[src/rtl/core/wst_pkg.sv]
// shared types and character constants for the word and sentence tokenizer
`timescale 1ns / 1ps
`default_nettype none
package wst_pkg;

  // width of the minimum word length register
  localparam int CFG_W = 6;

  // depth of the command queue between front and back
  localparam int Q_DEPTH = 4;
  localparam int Q_AW    = 2;

  // characters with a special meaning
  localparam logic [7:0] CH_LOW_A  = 8'h61;
  localparam logic [7:0] CH_LOW_E  = 8'h65;
  localparam logic [7:0] CH_LOW_H  = 8'h68;
  localparam logic [7:0] CH_LOW_T  = 8'h74;
  localparam logic [7:0] CH_LOW_Z  = 8'h7a;
  localparam logic [7:0] CH_UP_A   = 8'h41;
  localparam logic [7:0] CH_UP_Z   = 8'h5a;
  localparam logic [7:0] CH_ZERO   = 8'h30;
  localparam logic [7:0] CH_NINE   = 8'h39;
  localparam logic [7:0] CH_DASH   = 8'h2d;
  localparam logic [7:0] CH_AMP    = 8'h26;
  localparam logic [7:0] CH_PERIOD = 8'h2e;
  localparam logic [7:0] CH_QUEST  = 8'h3f;
  localparam logic [7:0] CH_EXCL   = 8'h21;
  localparam logic [7:0] CASE_BIT  = 8'h20;

  // input operation codes
  localparam logic OP_TEXT = 1'b0;
  localparam logic OP_EOI  = 1'b1;

  // result kind codes
  localparam logic KIND_CHAR   = 1'b0;
  localparam logic KIND_MARKER = 1'b1;

  // classified command handed from front to back
  typedef enum logic [1:0] {
    CMD_CHAR = 2'd0,
    CMD_SEP  = 2'd1,
    CMD_EOI  = 2'd2
  } cmd_op_t;

  typedef struct packed {
    cmd_op_t    op;
    logic [7:0] ch;         // lowercased word character
    logic       is_letter;  // character is a letter
    logic       sent_end;   // separator also closes the sentence
  } tok_cmd_t;

endpackage
`default_nettype wire

[src/rtl/core/wst_front.sv]
// front end: classifies input bytes into commands and queues them for the back end
`timescale 1ns / 1ps
`default_nettype none
module wst_front (
  input  wire logic              clk,
  input  wire logic              rst_n,
  input  wire logic              in_valid,
  output logic                   in_stall,
  input  wire logic              in_operation,
  input  wire logic [7:0]        in_text_byte,
  output logic                   cmd_valid,
  output wst_pkg::tok_cmd_t      cmd,
  input  wire logic              cmd_pop
);

  localparam int QD = wst_pkg::Q_DEPTH;
  localparam int QA = wst_pkg::Q_AW;

  wst_pkg::tok_cmd_t queue_r [QD];
  logic [QA-1:0]     wr_ptr_r, wr_ptr_nxt;
  logic [QA-1:0]     rd_ptr_r, rd_ptr_nxt;
  logic [QA:0]       count_r, count_nxt;
  logic              push;
  wst_pkg::tok_cmd_t cls;
  logic              is_upper, is_lower, is_digit, is_word;

  // character classes
  always_comb begin
    is_upper = (in_text_byte >= wst_pkg::CH_UP_A) && (in_text_byte <= wst_pkg::CH_UP_Z);
    is_lower = (in_text_byte >= wst_pkg::CH_LOW_A) && (in_text_byte <= wst_pkg::CH_LOW_Z);
    is_digit = (in_text_byte >= wst_pkg::CH_ZERO) && (in_text_byte <= wst_pkg::CH_NINE);
    is_word  = is_upper || is_lower || is_digit ||
               (in_text_byte == wst_pkg::CH_DASH) || (in_text_byte == wst_pkg::CH_AMP);
  end

  // command built from one input transfer
  always_comb begin
    cls.ch        = is_upper ? (in_text_byte | wst_pkg::CASE_BIT) : in_text_byte;
    cls.is_letter = is_upper || is_lower;
    cls.sent_end  = (in_text_byte == wst_pkg::CH_PERIOD) ||
                    (in_text_byte == wst_pkg::CH_QUEST) ||
                    (in_text_byte == wst_pkg::CH_EXCL);
    if (in_operation == wst_pkg::OP_EOI) begin
      cls.op = wst_pkg::CMD_EOI;
    end else if (is_word) begin
      cls.op = wst_pkg::CMD_CHAR;
    end else begin
      cls.op = wst_pkg::CMD_SEP;
    end
  end

  // queue control
  assign in_stall  = (count_r == (QA+1)'(QD));
  assign push      = in_valid && !in_stall;
  assign cmd_valid = (count_r != '0);
  assign cmd       = queue_r[rd_ptr_r];

  always_comb begin
    wr_ptr_nxt = push ? wr_ptr_r + 1'b1 : wr_ptr_r;
    rd_ptr_nxt = cmd_pop ? rd_ptr_r + 1'b1 : rd_ptr_r;
    count_nxt  = count_r + (QA+1)'(push) - (QA+1)'(cmd_pop);
  end

  always_ff @(posedge clk) begin
    if (!rst_n) begin
      wr_ptr_r <= '0;
      rd_ptr_r <= '0;
      count_r  <= '0;
    end else begin
      wr_ptr_r <= wr_ptr_nxt;
      rd_ptr_r <= rd_ptr_nxt;
      count_r  <= count_nxt;
    end
  end

  // queue storage
  always_ff @(posedge clk) begin
    if (push) begin
      queue_r[wr_ptr_r] <= cls;
    end
  end

endmodule
`default_nettype wire

[src/rtl/core/wst_back.sv]
// back end: word buffer, keep test, character emission and sentence markers
`timescale 1ns / 1ps
`default_nettype none
module wst_back #(
  parameter int MAX_WORD_LEN = 32
) (
  input  wire logic                          clk,
  input  wire logic                          rst_n,
  input  wire logic                          cfg_valid,
  input  wire logic [wst_pkg::CFG_W-1:0]     cfg_data,
  input  wire logic                          cmd_valid,
  input  wire wst_pkg::tok_cmd_t             cmd,
  output logic                               cmd_pop,
  output logic                               out_valid,
  input  wire logic                          out_stall,
  output logic                               out_kind,
  output logic [7:0]                         out_word_char,
  output logic                               out_word_end,
  output logic                               out_truncated,
  output logic                               out_last
);

  localparam int CW   = wst_pkg::CFG_W;
  localparam int LENW = $clog2(MAX_WORD_LEN + 2);
  localparam int IDXW = $clog2(MAX_WORD_LEN);
  localparam logic [LENW-1:0] LEN_MAX = LENW'(MAX_WORD_LEN);
  localparam logic [LENW-1:0] LEN_SAT = LENW'(MAX_WORD_LEN + 1);

  typedef enum logic [2:0] {
    S_IDLE = 3'b001,
    S_EMIT = 3'b010,
    S_MARK = 3'b100
  } state_t;

  state_t          state_r, state_nxt;
  logic [CW-1:0]   min_len_r;
  logic [LENW-1:0] len_r, len_nxt;
  logic            inside_r, inside_nxt;
  logic            has_r, has_nxt;
  logic [IDXW-1:0] idx_r, idx_nxt;
  logic [IDXW-1:0] last_idx_r, last_idx_nxt;
  logic            trunc_r, trunc_nxt;
  logic            mark_r, mark_nxt;
  logic            first_letter_r;
  logic [7:0]      c0_r, c1_r, c2_r;
  logic [7:0]      word_mem [MAX_WORD_LEN];
  logic [7:0]      rd_data_r;

  logic            can_load;
  logic [LENW-1:0] len_eff;
  logic            has_eff;
  logic            wr_en;
  logic            word_trunc;
  logic            keep;

  logic            out_load;
  logic            o_kind, o_end, o_trunc, o_last;
  logic [7:0]      o_char;

  logic            out_valid_r;
  logic            out_kind_r, out_end_r, out_trunc_r, out_last_r;
  logic [7:0]      out_char_r;

  // output register can take a new result
  assign can_load = !out_valid_r || !out_stall;

  // word and sentence state as seen by a new command
  always_comb begin
    len_eff    = inside_r ? len_r : '0;
    has_eff    = inside_r && has_r;
    word_trunc = (len_eff == LEN_SAT);
    keep       = (len_eff != '0) && (CW'(len_eff) > min_len_r) && first_letter_r &&
                 !(!word_trunc && len_eff == LENW'(1) && c0_r == wst_pkg::CH_LOW_A) &&
                 !(!word_trunc && len_eff == LENW'(3) && c0_r == wst_pkg::CH_LOW_T &&
                   c1_r == wst_pkg::CH_LOW_H && c2_r == wst_pkg::CH_LOW_E);
  end

  // command execution and emission sequencing
  always_comb begin
    state_nxt    = state_r;
    len_nxt      = len_r;
    inside_nxt   = inside_r;
    has_nxt      = has_r;
    idx_nxt      = idx_r;
    last_idx_nxt = last_idx_r;
    trunc_nxt    = trunc_r;
    mark_nxt     = mark_r;
    cmd_pop      = 1'b0;
    wr_en        = 1'b0;
    out_load     = 1'b0;
    o_kind       = wst_pkg::KIND_CHAR;
    o_char       = '0;
    o_end        = 1'b0;
    o_trunc      = 1'b0;
    o_last       = 1'b0;
    unique case (state_r)
      S_IDLE: begin
        idx_nxt = '0;
        if (cmd_valid && can_load) begin
          cmd_pop = 1'b1;
          unique case (cmd.op)
            wst_pkg::CMD_CHAR: begin
              wr_en      = (len_eff < LEN_MAX);
              len_nxt    = (len_eff == LEN_SAT) ? len_eff : len_eff + 1'b1;
              inside_nxt = 1'b1;
              has_nxt    = has_eff;
            end
            wst_pkg::CMD_SEP: begin
              len_nxt    = '0;
              inside_nxt = !cmd.sent_end;
              if (keep) begin
                state_nxt    = S_EMIT;
                last_idx_nxt = word_trunc ? IDXW'(MAX_WORD_LEN - 1)
                                          : IDXW'(len_eff - 1'b1);
                trunc_nxt    = word_trunc;
                mark_nxt     = cmd.sent_end;
                has_nxt      = !cmd.sent_end;
              end else begin
                if (cmd.sent_end && has_eff) begin
                  out_load = 1'b1;
                  o_kind   = wst_pkg::KIND_MARKER;
                  o_last   = 1'b1;
                end
                has_nxt = has_eff && !cmd.sent_end;
              end
            end
            wst_pkg::CMD_EOI: begin
              if (has_eff) begin
                out_load = 1'b1;
                o_kind   = wst_pkg::KIND_MARKER;
                o_last   = 1'b1;
              end
              len_nxt    = '0;
              has_nxt    = 1'b0;
              inside_nxt = 1'b0;
            end
            default: begin
              cmd_pop = 1'b1;
            end
          endcase
        end
      end
      S_EMIT: begin
        if (can_load) begin
          out_load = 1'b1;
          o_kind   = wst_pkg::KIND_CHAR;
          o_char   = rd_data_r;
          o_end    = (idx_r == last_idx_r);
          o_trunc  = trunc_r;
          o_last   = (idx_r == last_idx_r) && !mark_r;
          idx_nxt  = idx_r + 1'b1;
          if (idx_r == last_idx_r) begin
            state_nxt = mark_r ? S_MARK : S_IDLE;
          end
        end
      end
      S_MARK: begin
        if (can_load) begin
          out_load  = 1'b1;
          o_kind    = wst_pkg::KIND_MARKER;
          o_last    = 1'b1;
          state_nxt = S_IDLE;
        end
      end
      default: begin
        state_nxt = S_IDLE;
      end
    endcase
  end

  // control state
  always_ff @(posedge clk) begin
    if (!rst_n) begin
      state_r     <= S_IDLE;
      min_len_r   <= CW'(1);
      len_r       <= '0;
      inside_r    <= 1'b0;
      has_r       <= 1'b0;
      out_valid_r <= 1'b0;
    end else begin
      state_r  <= state_nxt;
      len_r    <= len_nxt;
      inside_r <= inside_nxt;
      has_r    <= has_nxt;
      if (cfg_valid) begin
        min_len_r <= cfg_data;
      end
      if (out_load) begin
        out_valid_r <= 1'b1;
      end else if (!out_stall) begin
        out_valid_r <= 1'b0;
      end
    end
  end

  // emission bookkeeping and first characters for the keep test
  always_ff @(posedge clk) begin
    idx_r      <= idx_nxt;
    last_idx_r <= last_idx_nxt;
    trunc_r    <= trunc_nxt;
    mark_r     <= mark_nxt;
    if (wr_en && len_eff == LENW'(0)) begin
      first_letter_r <= cmd.is_letter;
      c0_r           <= cmd.ch;
    end
    if (wr_en && len_eff == LENW'(1)) begin
      c1_r <= cmd.ch;
    end
    if (wr_en && len_eff == LENW'(2)) begin
      c2_r <= cmd.ch;
    end
  end

  // word store, one write port and one registered read port
  always_ff @(posedge clk) begin
    if (wr_en) begin
      word_mem[len_eff[IDXW-1:0]] <= cmd.ch;
    end
    rd_data_r <= word_mem[idx_nxt];
  end

  // output payload register
  always_ff @(posedge clk) begin
    if (out_load) begin
      out_kind_r  <= o_kind;
      out_char_r  <= o_char;
      out_end_r   <= o_end;
      out_trunc_r <= o_trunc;
      out_last_r  <= o_last;
    end
  end

  assign out_valid     = out_valid_r;
  assign out_kind      = out_kind_r;
  assign out_word_char = out_char_r;
  assign out_word_end  = out_end_r;
  assign out_truncated = out_trunc_r;
  assign out_last      = out_last_r;

endmodule
`default_nettype wire

[src/rtl/core/word_sentence_tokenizer.sv]
// word and sentence tokenizer: top level joining front end and back end
//
// Usage:
//   in_* channel takes one item per transfer: in_operation 0 carries a text
//   byte in in_text_byte, in_operation 1 marks end of input. out_* channel
//   gives result items: word characters (kind 0) and sentence markers
//   (kind 1), with out_last set on the final result of each input item.
//   cfg_* writes min_word_len; cfg_ready is always high, write only while idle.
// Flow:
//   a front queue of four commands absorbs input; the back end handles one
//   command a cycle unless the output stalls or a word is being emitted.
//   A kept word's characters are emitted after its separator is taken, then
//   a marker if it ends the sentence. Results are registered at the output.
// Reset:
//   synchronous, active low; clears the queue, word and sentence state and
//   sets min_word_len to 1. The word store needs no clearing.
// Stall:
//   out_stall holds the output register; the back end waits and the queue
//   fills, then in_stall rises until room frees up.
`timescale 1ns / 1ps
`default_nettype none
module word_sentence_tokenizer #(
  parameter int MAX_WORD_LEN = 32
) (
  input  wire logic                      clk,
  input  wire logic                      rst_n,
  input  wire logic                      in_valid,
  output logic                           in_stall,
  input  wire logic                      in_operation,
  input  wire logic [7:0]                in_text_byte,
  output logic                           out_valid,
  input  wire logic                      out_stall,
  output logic                           out_kind,
  output logic [7:0]                     out_word_char,
  output logic                           out_word_end,
  output logic                           out_truncated,
  output logic                           out_last,
  input  wire logic                      cfg_valid,
  output logic                           cfg_ready,
  input  wire logic [wst_pkg::CFG_W-1:0] cfg_data
);

  wst_pkg::tok_cmd_t cmd;
  logic              cmd_valid;
  logic              cmd_pop;

  assign cfg_ready = 1'b1;

  // classifier and command queue
  wst_front u_front (
    .clk          (clk),
    .rst_n        (rst_n),
    .in_valid     (in_valid),
    .in_stall     (in_stall),
    .in_operation (in_operation),
    .in_text_byte (in_text_byte),
    .cmd_valid    (cmd_valid),
    .cmd          (cmd),
    .cmd_pop      (cmd_pop)
  );

  // word buffer and result emission
  wst_back #(
    .MAX_WORD_LEN (MAX_WORD_LEN)
  ) u_back (
    .clk           (clk),
    .rst_n         (rst_n),
    .cfg_valid     (cfg_valid),
    .cfg_data      (cfg_data),
    .cmd_valid     (cmd_valid),
    .cmd           (cmd),
    .cmd_pop       (cmd_pop),
    .out_valid     (out_valid),
    .out_stall     (out_stall),
    .out_kind      (out_kind),
    .out_word_char (out_word_char),
    .out_word_end  (out_word_end),
    .out_truncated (out_truncated),
    .out_last      (out_last)
  );

endmodule
`default_nettype wire

[config.mk]
export PLATFORM = sky130hd
export DESIGN_NAME = word_sentence_tokenizer
export DESIGN_NICKNAME = d
export VERILOG_FILES = /design/src/rtl/core/wst_pkg.sv /design/src/rtl/core/wst_front.sv /design/src/rtl/core/wst_back.sv /design/src/rtl/core/word_sentence_tokenizer.sv
export SDC_FILE = /design/constraint.sdc
export NUM_CORES = 1
export LEC_CHECK = 0
export BUFFER_PORTS_ARGS = -buffer_cell sky130_fd_sc_hd__buf_4
export CAP_MARGIN = 10
export CORE_ASPECT_RATIO = 1.25
export CORE_MARGIN = 5
export CORE_UTILIZATION = 58
export CTS_CLUSTER_SIZE = 25
export DETAILED_ROUTE_END_ITERATION = 7
export GPL_TIMING_DRIVEN = 0
export PLACE_DENSITY = 0.78
export SYNTH_ARGS = -nofsm -noshare
export SYNTH_HDL_FRONTEND = slang
export SYNTH_SLANG_ARGS = --single-unit
[constraint.sdc]
create_clock -name clk -period 8.4 [get_ports clk]
set_clock_uncertainty 0.15 [all_clocks]
set_input_delay 0 -clock clk [delete_from_list [all_inputs] [get_ports clk]]
set_output_delay 0 -clock clk [all_outputs]
set_load 0.03 [all_outputs]
==> results of run 1 <==
## cells in the mapped netlist (3+ instances only)
| cell | n |
|---|---|
| edfxtp_1 | 348 |
| nand2_1 | 166 |
| nor2_1 | 64 |
| and3_1 | 49 |
| mux2i_1 | 45 |
| clkbuf_1 | 41 |
| dfxtp_1 | 40 |
| a211oi_1 | 36 |
| nand3_1 | 33 |
| a311oi_1 | 29 |
| a31oi_1 | 22 |
| inv_1 | 22 |
| ha_1 | 20 |
| a21oi_1 | 19 |
| o211ai_1 | 16 |
| o21ai_0 | 13 |
| and2_1 | 12 |
| buf_1 | 12 |
| mux4_2 | 12 |
| buf_2 | 11 |
| nor4_1 | 9 |
| xor2_1 | 8 |
| nand4_1 | 7 |
| nor2b_1 | 7 |
| nor3_1 | 6 |
| nor3b_1 | 5 |
| xnor2_1 | 5 |
| a221oi_1 | 4 |
| nand2b_1 | 4 |
| or3_1 | 4 |
| a41oi_1 | 3 |
| o22ai_1 | 3 |
## power by group through the flow
stage / registers [uW] / logic (uW) / clock network [uW]
2_1_floorplan: 2500 / 411 / 0
3_3_place_gp: 2510 / 627 / 0
3_5_place_dp: 2510 / 644 / 0
4_1_cts: 2480 / 664 / 1550
5_1_grt: 2480 / 727 / 1650
6_report: 2480 / 658 / 1530
## repair_timing
| action | 4_1_cts | 5_1_grt |
|---|---|---|
| hold endpoints to repair | 71 | 0 |
| hold buffers | 28 | 0 |
| setup buffers | 0 | 0 |
## sequential cells by signal, indices dropped and copies added, names as in the netlist, 2 cells and up, named ones only
| signal | flops |
|---|---|
| u_back.c0_r | 8 |
| u_back.c1_r | 8 |
| u_back.c2_r | 8 |
| u_back.idx_r | 5 |
| u_back.last_idx_r | 5 |
| u_back.len_r | 6 |
| u_back.min_len_r | 6 |
| u_back.out_word_char | 8 |
| u_back.rd_data_r | 8 |
| u_back.state_r | 3 |
| u_back.word_mem | 256 |
| u_front.count_r | 3 |
| u_front.queue_r | 48 |
| u_front.rd_ptr_r | 2 |
| u_front.wr_ptr_r | 2 |
## per-stage QoR
step           hold slack, ps  cell area (um^2)
5_1_grt                  82.4             18000
4_1_cts                  71.7             18000
2_1_floorplan           -88.1             15900
6_report                 84.2             18000
3_5_place_dp             69.3             16600
3_3_place_gp             66.2             16600
## final timing paths
| check | depth (start not counted) | from | end | slack, ps |
|---|---|---|---|---|
| setup / recovery | 10 | u_back.state_r[1] | u_back.rd_data_r[4] | 4080 |
| hold / removal | 2 | in_text_byte[6] | u_front.queue_r[0][8] | 80 |
| setup reg to reg | 10 | u_back.state_r[1] | u_back.rd_data_r[4] | 4080 |
| hold reg to reg | 2 | u_back.has_r | u_back.has_r | 310 |
## area by class of cell
type                       instances  area share, %
clock inverter                    16          0.676
timing repair buffer              60           2.90
clock buffer                      47           5.53
tap                              345           2.40
inverter                          24          0.502
multi-input combinational        652           23.8
sequential                       388           62.7
buffer                            66           1.52
## per-layer routing
metal | wire (um) | vias to the layer above | part of all wire, %
li1 | - | 4511 | -
met1 | 13300 | 4815 | 38
met2 | 18300 | 451 | 52
met3 | 2400 | 82 | 6.8
met4 | 1390 | 0 | 3.9
met5 | 0 | - | 0
## worst max-delay path, stage by stage (launching register included)
cell	delay (ps)
dfxtp_1	450
nor3b_1	300
nand2_1	140
o21a_1	260
inv_1	80
clkbuf_1	520
buf_1	410
buf_1	640
a311oi_1	290
nor4_1	700
nand3_1	200
## logic make-up after synthesis
kind of cell             Yosys count
other                              1
buffers and inverters             90
AO/OA/AOI/OAI                    169
flip-flops                       388
multiplexers                      59
adder cells (fa/ha/maj)           21
AND/OR/NAND/NOR                  389
XOR/XNOR                          13
==> results.toml, run 1 <==
[place]
gp_congestion = 0.928
dp_hpwl_um = 23200
placedCellCount = 1507
portBuffers = 32
dp_slack_ps = 4180

[final_layout]
nFillCells = 1811
final_cell_mix = "348 x edfxtp_1, 166 x nand2_1, 64 x nor2_1, 49 x and3_1, 48 x clkbuf_1"
antenna_cells = 0
utilization_pct = 66.7
regArea_um2 = 11300
fin_cells = 1598
multi_input_area_um2 = 4270
drive_gt1_share_pct = 9.90
nNetsFinal = 1268
layout_commonest_cell = "edfxtp_1"
area_growth_pct = 13.1

[routing]
drt-initial-drc-count = 803
drt_wl_total_um = 35400
drtPass1Iterations = 5
drc = 0
ant_nets = 0
num_vias = 9859
wl_per_cell_um = 22.1
vias_per_cell = 6.17

[pwr]
p_sw_uw = 1190
p_seq_share_pct = 53.0
switching_share_pct = 25.4
p_int_uw = 3480
p_per_area_nw_per_um2 = 260
power_leakage_uw = 0.00611
total_power_uw = 4670
p_clk_share_pct = 32.9
combPwrFrac_pct = 14.1
ir_worst_vdd_mv = 0.238

[worst_hold_path]
hp-class = "in2reg"

[global_routing]
grt_pass1_wl_um = 54700
grt-ovfl-total = 0
use_met1_pct = 29.4
use_met2_pct = 40.4
grt_max_degree = 36
busiest_layer = "met2"
grt_pass1_vias = 9731
grtUsageTotal_pct = 23.2
antenna_found_initial = 0
use_met3_pct = 3.17

[critical_path]
worst_ep_required_time_ps = 8590
critPathLaunchType = "flip-flop"
crit_type = "reg2reg"
crit_fanout = 10
worstPathArrival_ps = 4520
worstSetupEndpointType = "flip-flop"

[timing]
slew_headroom_pct = 25.5
period_share_pct = 51.4
final_hold_viol_count = 0
setup_tns_ps = 0
fmax_mhz = 231
worst_slew_pin_slew_ps = 1110
setup_viol = 0
finalMaxSlewViolations = 0
setup_ws_ps = 4080
rsz0062_at_grt = "false"
post-route-min-period_ps = 4320

[die]
dieArea_um2 = 30800
rows = 67
initial_core_util_pct = 59.0
core-area_um2 = 26900
die_h_um = 195
io_pins = 35
die-width_um = 158

[synthesis]
synth_area_leaders = "edfxtp_1 66%, dfxtp_1 5.0%, nand2_1 3.9%, mux2i_1 2.8%, and3_1 1.9%"
synth_area_um2 = 15900
synth_nets = 1171
synth_top_area_cell = "edfxtp_1"
synthMuxAreaShare_pct = 4.68
synth_seq_area_share_pct = 70.8
ys.flop_type = "edfxtp_1"
synth_cell_types = 73
synth_top_area_share_pct = 65.8
synthXorXnorAreaFrac_pct = 0.717
synthAdderAreaFrac_pct = 1.70
synth_compound_area_share_pct = 7.88
synth_top_family_by_area = "simple AND/OR/NAND/NOR gates"
yosys.area_share.simple_pct = 11.9
ys_ff_latch = 388
yosys_warnings = 0
synth-async-reset-ratio_pct = 0
synthCells = 1130
synth-edff-count = 348
avgSynthCellArea_um2 = 14.1

[clock_tree]
cts_resized = 0
cts_inserted_buffers = 35
clk-insertion-delay-late_ps = 520
cts-root-buf = "clkbuf_16"
cts_htree_levels = 2
path_clk_slew_ps = 70
cts.sinks = 388
ctsLongestPathBuffers = 3
cts_tree = "yes"

[flow_run]
cap_violations = 0

[outcome]
status = "completed"
Power figures use the tool's default switching activity.
==> inputs of run 2 (changes only) <==
ABC_AREA = 1   (was unset)
clock period = 4.1 ns   (was 8.4 ns; I/O delays follow)
==> run 2 against run 1 <==
Final cell count rose by 35%. Routed wire length rose by 17%. Power rose by 140%. Combinational power rose to 4.0 times the previous value. Via count rose by 22%. Critical endpoint is now u_back.c0_r[5]. Highest routed layer unchanged.
==> results.toml, run 2 <==
[routing]
drt-initial-drc-count = 1184
drc = 0
drtPass1Iterations = 5
wl_per_cell_um = 19.2
num_vias = 12000
ant_nets = 0
vias_per_cell = 5.60
drt_wl_total_um = 41400

[critical_path]
worstReg2RegEnd = "u_back.c0_r[5]"
critPathLaunchType = "flip-flop"
regToRegSetupSlack_ps = 480
worstSetupEndpointType = "flip-flop"
worstPathArrival_ps = 3610
critPathCapture = "u_back.c0_r[5]"
crit_fanout = 10
reg2reg_depth = 9
worst_ep_required_time_ps = 4100
crit_type = "reg2reg"

[worst_hold_path]
min_path_cells = 2
hp-class = "in2reg"

[global_routing]
grt_pass1_wl_um = 64100
grt-ovfl-total = 0
antenna_found_initial = 0
grt_max_degree = 27
grtUsageTotal_pct = 25.4
grt_pass1_vias = 12100

[synthesis]
ys.flop_type = "edfxtp_1"
synthTopCellsByCount = "390 x nand2_1, 348 x edfxtp_1, 208 x nand3_1"
synth_nets = 1657
synth_top_area_share_pct = 61.5
synth_area_leaders = "edfxtp_1 61%, nand2_1 8.6%, nand3_1 6.1%, dfxtp_1 4.7%, inv_1 4.4%"
synth_seq_area_share_pct = 66.2
ys_ff_latch = 388
synth_cell_types = 47
synth_top_area_cell = "edfxtp_1"
synth-async-reset-ratio_pct = 0
synth_most_common_cell = "nand2_1"
yosys_warnings = 0
synth-edff-count = 348
synthCells = 1616
avgSynthCellArea_um2 = 10.5
synth_area_um2 = 17000

[final_layout]
post-route-cell-area_um2 = 19600
layout_commonest_cell = "nand2_1"
fin_cells = 2150
area_growth_pct = 15.2
final_cell_mix = "390 x nand2_1, 348 x edfxtp_1, 208 x nand3_1, 198 x inv_1, 108 x nor2_1"
nNetsFinal = 1770
largest_reg_flops = 256
nFillCells = 2139
drive_gt1_share_pct = 9.58
antenna_cells = 0

[die]
rows = 70
io_pins = 35
die_h_um = 201
core-area_um2 = 29100
initial_core_util_pct = 58.5
die-width_um = 163
dieArea_um2 = 32900

[clock_tree]
ctsLongestPathBuffers = 3
clk-insertion-delay-late_ps = 540
cts.sinks = 388
cts_htree_levels = 2
cts_inserted_buffers = 38
cts-root-buf = "clkbuf_16"
cts_tree = "yes"
path_clk_slew_ps = 60

[place]
placed_cell_area_um2 = 18100
gp_congestion = 0.949
portBuffers = 33
placedCellCount = 2054
dp_hpwl_um = 28300

[pwr]
power_leakage_uw = 0.00772
ir_worst_vdd_mv = 0.555
p_per_area_nw_per_um2 = 575

[timing]
worst_slew_pin_slew_ps = 1180
post-route-min-period_ps = 3620
final_hold_viol_count = 0
slew_headroom_pct = 21.1
rsz0062_at_grt = "false"
fmax_mhz = 277
finalMaxSlewViolations = 0
period_share_pct = 88.2
setup_viol = 0

[flow_run]
cap_violations = 0

[outcome]
status = "completed"
[run 2: cell families (layout without fill, tap and decap cells)]
logic type / count (synthesis) / after routing / synth area share [%]
AND/OR/NAND/NOR: 826 / 826 / 22.2
flip-flops: 388 / 388 / 66.2
buffers and inverters: 269 / 407 / 6.27
AO/OA/AOI/OAI: 107 / 107 / 3.53
adder cells (fa/ha/maj): 21 / 21 / 1.59
XOR/XNOR: 4 / 4 / 0.206
other: 1 / 1 / 0.0221
[run 2: worst min path at each step]
stage	startpoint	endpoint
finish	in_operation	u_front.queue_r[0][11]
detailed placement	cfg_data[0]	u_back.min_len_r[0]
floorplan	in_operation	u_front.queue_r[0][11]
CTS	in_operation	u_front.queue_r[3][11]
global route	in_operation	u_front.queue_r[3][11]
global placement	cfg_data[0]	u_back.min_len_r[0]
[run 2: report_power, final]
part	internal, uW	total, uW	leakage [uW]	switching, uW
registers	5130	5220	0.00345	96.5
clock network	1930	3370	0.000594	1440
logic	776	2660	0.00367	1890
total	7830	11300	0.00772	3420
[run 2: cell type report]
class                      instances  area [um^2]  area share [%]
timing repair buffer              73          771            3.93
sequential                       388        11300            57.4
buffer                            67          308            1.57
multi-input combinational        959         4800            24.5
inverter                         202          758            3.87
tap                              396          495            2.53
clock inverter                    17          134           0.683
clock buffer                      48         1070            5.47
[run 2: critical path, stage by stage (launching register included)]
cell	delay, ps
dfxtp_1	420
inv_1	210
buf_1	430
a32oi_1	250
inv_1	140
ha_1	160
nand3_1	130
inv_1	160
nand2_1	410
nor2_1	770
[run 2: metrics by stage]
step           setup WS, ps  utilization, %  setup TNS (ps)  power [uW]  hold WS [ps]
3_5_place_dp            214            62.2               0        7910          65.7
2_1_floorplan          1380               -               0        6610         -51.1
5_1_grt                 323            67.4               0       11700          82.6
4_1_cts                 203            67.3               0       11300          63.6
6_report                485            67.4               0       11300          85.1
3_3_place_gp           -597            61.0         -101990        7470          61.7
[run 2: per-layer routing]
| metal | vias to the layer above | wire (um) | track usage (%) |
|---|---|---|---|
| li1 | 5680 | - | - |
| met1 | 5767 | 15000 | 29.3 |
| met2 | 468 | 21500 | 45.6 |
| met3 | 130 | 2690 | 3.89 |
| met4 | 0 | 2200 | 12.4 |
| met5 | - | 0 | 0 |
[run 2: timing repair]
| item | in CTS | in global routing |
|---|---|---|
| resized for setup | 0 | 0 |
| hold buffers | 30 | 0 |
| endpoints found under the hold margin | 85 | 0 |
| setup buffers | 0 | 0 |
